## src/design/matrix4x4_multiply_defines.svh

```systemverilog
// Assertion macros for the matrix multiplier.
`ifndef MATRIX4X4_MULTIPLY_DEFINES_SVH
`define MATRIX4X4_MULTIPLY_DEFINES_SVH

`ifndef SYNTHESIS
`define MM_ASSERT_IMP(lbl, clk, rst_n, ante, cons) \
	lbl: assert property (@(posedge clk) disable iff (!rst_n) (ante) |-> (cons)) \
		else $error("matrix4x4_multiply: same-cycle check failed");
`define MM_ASSERT_NEXT(lbl, clk, rst_n, ante, cons) \
	lbl: assert property (@(posedge clk) disable iff (!rst_n) (ante) |=> (cons)) \
		else $error("matrix4x4_multiply: next-cycle check failed");
`else
`define MM_ASSERT_IMP(lbl, clk, rst_n, ante, cons)
`define MM_ASSERT_NEXT(lbl, clk, rst_n, ante, cons)
`endif

`endif

```

## src/design/mat4mul_pkg.sv

```systemverilog
// Shared constants and types for the matrix multiplier.
package mat4mul_pkg;

	localparam int MATRIX_DIM_DEFAULT = 4;
	localparam int DATA_W             = 32;
	localparam int PROD_W             = 2 * DATA_W;
	localparam int FRAC_W             = 16;
	localparam int POS_OUT_W          = 4;

	typedef enum logic [1:0] {
		ST_LOAD,
		ST_ISSUE,
		ST_DRAIN
	} mm_state_t;

endpackage

```

## src/design/matrix4x4_multiply.sv

```systemverilog
// Matrix multiplier top level: element stores, MAC pipeline and result output.
// Results are paced by the single read port of each store feeding one product
// term per cycle. busy is high from the last load to the last result, and no
// new pair is loaded while busy. Reset clears the load position and pipeline
// control; the stores are not cleared. Results cannot be stalled by the receiver.
`include "matrix4x4_multiply_defines.svh"

module matrix4x4_multiply
	import mat4mul_pkg::*;
#(
	parameter int MATRIX_DIM = MATRIX_DIM_DEFAULT
) (
	input  logic                        clk,
	input  logic                        arst_n,
	input  logic                        start,
	output logic                        busy,
	input  logic signed [DATA_W-1:0]    a_element,
	input  logic signed [DATA_W-1:0]    b_element,
	output logic                        product_valid,
	output logic signed [DATA_W-1:0]    product_element,
	output logic [POS_OUT_W-1:0]        product_position,
	output logic                        last_element
);

	localparam int CELLS = MATRIX_DIM * MATRIX_DIM;
	localparam int DIM_W = $clog2(MATRIX_DIM);
	localparam int POS_W = $clog2(CELLS);
	// full-precision sum of MATRIX_DIM products
	localparam int ACC_W = PROD_W + $clog2(MATRIX_DIM);
	localparam int SH_W  = ACC_W - FRAC_W;

	// ---------------------------------------------------------------
	// Control state
	// ---------------------------------------------------------------
	mm_state_t state_q, state_d;

	logic [POS_W-1:0] load_pos_q;
	logic             load_en;
	logic             load_last;
	logic             issue_en;

	// loop counters: k innermost, then row, then column
	logic [DIM_W-1:0] k_q, row_q, col_q;
	logic             k_wrap, row_wrap, col_wrap, issue_done;

	// pipeline control
	logic vld_s1, first_s1, lastk_s1, lastcell_s1;
	logic vld_s2, first_s2, lastk_s2, lastcell_s2;
	logic sum_vld_s3, lastcell_s3;

	// payload
	logic signed [DATA_W-1:0] rd_a_s1, rd_b_s1;
	logic signed [PROD_W-1:0] prod_s2;
	logic signed [ACC_W-1:0]  acc_q;

	logic [POS_OUT_W-1:0]     out_pos_q;
	logic                     product_valid_q;
	logic signed [DATA_W-1:0] product_element_q;
	logic [POS_OUT_W-1:0]     product_position_q;
	logic                     last_element_q;

	// ---------------------------------------------------------------
	// Element stores: one write port (load), one registered read port.
	// Writes only happen while idle, read data is only used while busy, so the
	// state machine itself is the interlock; no forwarding needed.
	// ---------------------------------------------------------------
	logic [DATA_W-1:0] left_mem  [CELLS];
	logic [DATA_W-1:0] right_mem [CELLS];
	logic [POS_W-1:0]  addr_a, addr_b;

	assign load_en   = start && !busy;
	assign load_last = (load_pos_q == POS_W'(CELLS - 1));

	// A[k*D + r], B[c*D + k]
	assign addr_a = POS_W'(POS_W'(k_q) * POS_W'(MATRIX_DIM) + POS_W'(row_q));
	assign addr_b = POS_W'(POS_W'(col_q) * POS_W'(MATRIX_DIM) + POS_W'(k_q));

	always_ff @(posedge clk) begin
		if (load_en) begin
			left_mem[load_pos_q]  <= a_element;
			right_mem[load_pos_q] <= b_element;
		end
		rd_a_s1 <= left_mem[addr_a];
		rd_b_s1 <= right_mem[addr_b];
	end

	// ---------------------------------------------------------------
	// State machine
	// ---------------------------------------------------------------
	assign k_wrap     = (k_q == DIM_W'(MATRIX_DIM - 1));
	assign row_wrap   = (row_q == DIM_W'(MATRIX_DIM - 1));
	assign col_wrap   = (col_q == DIM_W'(MATRIX_DIM - 1));
	assign issue_done = k_wrap && row_wrap && col_wrap;

	always_ff @(posedge clk or negedge arst_n) begin
		if (!arst_n) begin
			state_q <= ST_LOAD;
		end else begin
			state_q <= state_d;
		end
	end

	always_comb begin
		state_d  = state_q;
		busy     = 1'b1;
		issue_en = 1'b0;
		case (state_q)
			ST_LOAD: begin
				busy = 1'b0;
				if (load_en && load_last) begin
					state_d = ST_ISSUE;
				end
			end
			ST_ISSUE: begin
				issue_en = 1'b1;
				if (issue_done) begin
					state_d = ST_DRAIN;
				end
			end
			ST_DRAIN: begin
				// last sum is being saturated this cycle
				if (sum_vld_s3 && lastcell_s3) begin
					state_d = ST_LOAD;
				end
			end
			default: begin
				state_d = ST_LOAD;
			end
		endcase
	end

	// ---------------------------------------------------------------
	// Load position and loop counters
	// ---------------------------------------------------------------
	always_ff @(posedge clk or negedge arst_n) begin
		if (!arst_n) begin
			load_pos_q <= '0;
			k_q        <= '0;
			row_q      <= '0;
			col_q      <= '0;
		end else begin
			if (load_en) begin
				load_pos_q <= load_last ? '0 : load_pos_q + 1'b1;
			end
			if (issue_en) begin
				k_q <= k_wrap ? '0 : k_q + 1'b1;
				if (k_wrap) begin
					row_q <= row_wrap ? '0 : row_q + 1'b1;
					if (row_wrap) begin
						col_q <= col_wrap ? '0 : col_q + 1'b1;
					end
				end
			end
		end
	end

	// ---------------------------------------------------------------
	// MAC pipeline: read -> multiply -> accumulate -> saturate
	// ---------------------------------------------------------------
	always_ff @(posedge clk or negedge arst_n) begin
		if (!arst_n) begin
			vld_s1      <= 1'b0;
			first_s1    <= 1'b0;
			lastk_s1    <= 1'b0;
			lastcell_s1 <= 1'b0;
			vld_s2      <= 1'b0;
			first_s2    <= 1'b0;
			lastk_s2    <= 1'b0;
			lastcell_s2 <= 1'b0;
			sum_vld_s3  <= 1'b0;
			lastcell_s3 <= 1'b0;
		end else begin
			vld_s1      <= issue_en;
			first_s1    <= (k_q == '0);
			lastk_s1    <= k_wrap;
			lastcell_s1 <= issue_done;
			vld_s2      <= vld_s1;
			first_s2    <= first_s1;
			lastk_s2    <= lastk_s1;
			lastcell_s2 <= lastcell_s1;
			sum_vld_s3  <= vld_s2 && lastk_s2;
			lastcell_s3 <= lastcell_s2;
		end
	end

	always_ff @(posedge clk) begin
		prod_s2 <= PROD_W'(rd_a_s1) * PROD_W'(rd_b_s1);
		if (vld_s2) begin
			acc_q <= first_s2 ? ACC_W'(prod_s2) : acc_q + ACC_W'(prod_s2);
		end
	end

	// floor shift by the fraction width, then clamp to 32 bits
	logic [SH_W-1:0]   shifted;
	logic              fits;
	logic [DATA_W-1:0] sat_value;

	always_comb begin
		shifted = acc_q[ACC_W-1:FRAC_W];
		fits    = (&shifted[SH_W-1:DATA_W-1]) || !(|shifted[SH_W-1:DATA_W-1]);
		if (fits) begin
			sat_value = shifted[DATA_W-1:0];
		end else if (shifted[SH_W-1]) begin
			sat_value = {1'b1, {(DATA_W-1){1'b0}}};
		end else begin
			sat_value = {1'b0, {(DATA_W-1){1'b1}}};
		end
	end

	// ---------------------------------------------------------------
	// Output register; position counts emitted items (4 bits, wraps)
	// ---------------------------------------------------------------
	always_ff @(posedge clk or negedge arst_n) begin
		if (!arst_n) begin
			product_valid_q <= 1'b0;
			last_element_q  <= 1'b0;
			out_pos_q       <= '0;
		end else begin
			product_valid_q <= sum_vld_s3;
			last_element_q  <= sum_vld_s3 && lastcell_s3;
			if (sum_vld_s3) begin
				out_pos_q <= lastcell_s3 ? '0 : out_pos_q + 1'b1;
			end
		end
	end

	always_ff @(posedge clk) begin
		if (sum_vld_s3) begin
			product_element_q  <= sat_value;
			product_position_q <= out_pos_q;
		end
	end

	assign product_valid    = product_valid_q;
	assign product_element  = product_element_q;
	assign product_position = product_position_q;
	assign last_element     = last_element_q;

	// ---------------------------------------------------------------
	// Assertions
	// ---------------------------------------------------------------
	`MM_ASSERT_NEXT(a_busy_after_last_load, clk, arst_n, load_en && load_last, busy)
	`MM_ASSERT_IMP(a_pipe_only_busy, clk, arst_n, vld_s1 || vld_s2 || sum_vld_s3, busy)
	`MM_ASSERT_NEXT(a_idle_after_last, clk, arst_n, product_valid && last_element, !busy)
	`MM_ASSERT_IMP(a_no_issue_on_load, clk, arst_n, load_en, !issue_en && !vld_s1)

endmodule

```

## config.mk

```make
export PLATFORM = sky130hd
export DESIGN_NAME = matrix4x4_multiply
export DESIGN_NICKNAME = d
export VERILOG_FILES = /design/src/design/mat4mul_pkg.sv /design/src/design/matrix4x4_multiply.sv
export VERILOG_INCLUDE_DIRS = /design/src /design/src/design
export SDC_FILE = /design/constraint.sdc
export NUM_CORES = 2
export LEC_CHECK = 0
export BUFFER_PORTS_ARGS = -buffer_cell sky130_fd_sc_hd__buf_2
export CAP_MARGIN = 20
export CORE_ASPECT_RATIO = 2
export CORE_MARGIN = 8
export CORE_UTILIZATION = 50
export CTS_BUF_LIST = sky130_fd_sc_hd__clkbuf_4 sky130_fd_sc_hd__clkbuf_8
export DETAILED_ROUTE_END_ITERATION = 16
export HOLD_SLACK_MARGIN = 0.06
export PLACE_DENSITY = 0.66
export RECOVER_POWER = 25
export SKIP_CTS_REPAIR_TIMING = 1
export SLEW_MARGIN = 40
export SYNTH_ARGS = -nofsm -noshare
export SYNTH_HDL_FRONTEND = slang
export SYNTH_SLANG_ARGS = --single-unit
```

## constraint.sdc

```tcl
create_clock -name clk -period 19.3 [get_ports clk]
set_clock_uncertainty 0.2 [all_clocks]
set_input_delay 1.93 -clock clk [delete_from_list [all_inputs] [get_ports clk]]
set_output_delay 1.93 -clock clk [all_outputs]
set_load 0.01 [all_outputs]
```

==> results.md <==
* Maximum achievable frequency at around 0.11 GHz
* Vias in the first global route at just under 60000
* Area Overhead vs Synth at 8.01%
* Crit path top cell by count: fa_1
* Number of DRC markers in iteration 0 at about 3400
* Yosys warns at 0
* Residual DRC at 0
* Status: finished with violations
* PwrDens at 56.9 nW/um^2
* Die Wd at 309 um
* Place WS at 10.11 ns
* Worst-path fanout max at 32
* Distinct cells, synth at 74
* Sink Count at 1282
* Critical path type: register to register
* Largest net degree at the start of global routing at 83
* Post-synth EDFFs at 1126
* Worst EP required at 19.92 ns
* Total iterations of the first detailed-routing run at 7
* HPWL Detailed at 155 mm
* Row Count at 215
* First-pass GRT wire length at 347 mm
* Synth Cell Area at 86000 um^2
* Finished Layout Cells at between 8000 and 9000
* Failing checks: capacitance limit, slew limit
* #FFs+latches synth at roughly 1300
* Grt ovf at 0
* Type of origin of the critical path: register
* Post-synthesis net count at between 7000 and 8000
* Core area at between 150000 and 200000 um^2
* Final setup viols at 0
* Placed instance area at 89200 um^2
* Clk_lat worst skew at 0.90 ns
* Syn avg cell area at approximately 13 um^2
* Detail Route Antenna Nets at 0
* Final min period at 9.50 ns
* # port buffers at 105
* CP arrival at 10.12 ns
* Fin. Hold Viols at 0
* Worst-path clk slew at 0.07 ns
* Async SR Flop Fraction at 0.0218
* Cell area after layout at 92900 um^2
* Via count at 51100
* Vias per Instance at 5.76
* Post-DR wirelength/cell at 25.9 um
* # Max-Cap Violations at 4
* Worst-Margin Slew at 3.87 ns
* Starting density of the core at 0.502
* Max Slew Vio Count at 153
* H-tree levels at 4
* Clock Root Buffer: clkbuf_8
* Most used DFF post-synth: edfxtp_1
* Slew margin rel. at -1.58
* Worst vdd ir at 0.0880 mV
* RSZ-0062 raised after global routing: no
* CP Capture Type: register
* Crit-path max cell delay at 1.55 ns
* Final nets at 7853
* Crit share post-route at 0.492
* Hold slack at 0.149 ns
* Fraction of layout cells with a size suffix above 1 at 0.129
* RePlAce Congestion at 0.950
* Slowest stage cell on the critical path: clkbuf_1
* FF-to-FF path depth at 24
* Overall routing resource usage at 0.250
* Area of the die at about 190000 um^2
* Initial antenna violation count at 21
* CTS tree: yes
* Cell count after placement at 8537
* Post-synthesis sequential area ratio at 0.431
* CTS Buf Count at 183
* Worst setup margin at 9.80 ns
* Die Ht at approximately 600 um
* Hold Path Class: register to register
* CTS max path bufs at 4
* Fin Setup TNS at 0 ns
* IO Pins at approximately 110
* Synth Instances at ~6400
* Worst hold stages at 0
* Total Wirelength at between 200 and 250 mm
* Crit path cell chain: clkbuf_1 -> nand2_1 -> fa_1 -> fa_1 -> inv_1 -> fa_1 -> fa_1 -> fa_1 -> ha_1 -> fa_1 -> inv_1 -> fa_1 -> inv_1 -> ha_1 -> and2_1 -> and4_1 -> nand4_1 -> a21boi_0 -> a21oi_1 -> buf_4 -> o21ai_0 -> o22ai_1 -> o21ai_0 -> xor2_1
* Pleak at 37.2 nW
placed cells by master (no fill, tap or decap), types with 15 or more instances in the layout:
cell type	instances
nand3_1	31
clkinv_2	19
and2_1	530
clkbuf_1	57
xor2_1	50
fa_1	1082
ha_1	258
clkbuf_8	207
nor2b_1	44
dfxtp_1	104
clkinv_1	28
nor2_1	69
buf_4	87
inv_1	997
mux4_2	320
nand2b_1	22
o21ai_0	122
buf_2	51
a21oi_1	134
nand4_1	31
a21o_1	113
dfrtp_1	22
edfxtp_1	1126
o21bai_1	41
xnor2_1	76
nor3_1	15
and3_1	18
clkbuf_4	53
nand2_1	634
layout make-up:
| class | instances | area [um^2] |
|---|---|---|
| clock buffer | 260 | 3250 |
| timing repair buffer | 206 | 1260 |
| clock inverter | 68 | 566 |
| multi-input combinational | 3774 | 44100 |
| inverter | 998 | 3750 |
| fill | 14100 | 78400 |
| tap | 2278 | 2850 |
| sequential | 1282 | 37100 |
| antenna | 9 | 22.5 |
report_power, final:
| group | total [W] | leakage [nW] | switching [W] | internal [W] |
|---|---|---|---|---|
| sequential | 0.00301 | 11.6 | 0.000000352 | 0.00301 |
| combinational | 0.0000332 | 23.6 | 0.0000295 | 0.00000367 |
| clock | 0.00225 | 2.01 | 0.00104 | 0.00121 |
| total | 0.00529 | 37.2 | 0.00107 | 0.00422 |
path summary, 6_finish.rpt:
path / startpoint / to / slack [ns]
max: rd_a_s1[0] / prod_s2[61] / 9.80
min reg2reg: lastcell_s1 / lastcell_s2 / 0.15
min: lastcell_s1 / lastcell_s2 / 0.15
min in group asynchronous: arst_n / out_pos_q[3] / 0.87
max in group asynchronous: arst_n / row_q[1] / 17.52
max reg2reg: rd_a_s1[0] / prod_s2[61] / 9.80
cell usage after synthesis, types with 50 or more instances:
cell,count,area share
edfxtp_1,1126,0.39
fa_1,1083,0.25
inv_1,997,0.043
nand2_1,634,0.028
and2_1,535,0.039
mux4_2,320,0.084
clkbuf_1,276,0.012
ha_1,258,0.038
a21oi_1,134,0.0078
dfxtp_1,128,0.030
o21ai_0,123,0.0072
a21o_1,113,0.0099
xnor2_1,76,0.0077
nor2_1,71,0.0031
xor2_1,50,0.0051
layer usage:
metal,track usage,wire length [um],vias up
met1,0.257,74200,26700
met4,0.158,17200,24
met3,0.0461,14700,895
li1,-,-,21400
met5,0,161,-
met2,0.460,123000,2171
sequential cells by signal, indices dropped and copies added (netlist names), 2 cells and up:
| signal | flops |
|---|---|
| row_q | 2 |
| right_mem | 512 |
| k_q | 2 |
| prod_s2 | 64 |
| product_element | 32 |
| load_pos_q | 4 |
| state_q | 2 |
| product_position | 4 |
| left_mem | 512 |
| col_q | 2 |
| rd_b_s1 | 32 |
| rd_a_s1 | 32 |
| out_pos_q | 4 |
| acc_q | 66 |
per-stage QoR:
step           utilization  power [W]
2_1_floorplan            -    0.00307
3_3_place_gp         0.520    0.00310
3_5_place_dp         0.520    0.00310
4_1_cts              0.543    0.00535
5_1_grt              0.542    0.00545
6_report             0.542    0.00529
worst max-delay path, delay by kind of cell (launching register included):
kind,cells,cell delay (ns)
fa+ha+maj,9,3.82
buf+inv,5,1.97
flops,1,0.33
xor+xnor,1,0.16
simple gates,4,0.82
compound gates,5,2.07
logic make-up after synthesis:
kind of cell | share of synthesized area
adder cells (fa/ha/maj) | 0.290
AND/OR/NAND/NOR | 0.0847
multiplexers | 0.0847
flip-flops | 0.431
XOR/XNOR | 0.0128
AO/OA/AOI/OAI | 0.0394
buffers and inverters | 0.0579
No activity file was read; power rests on OpenSTA's default activity.
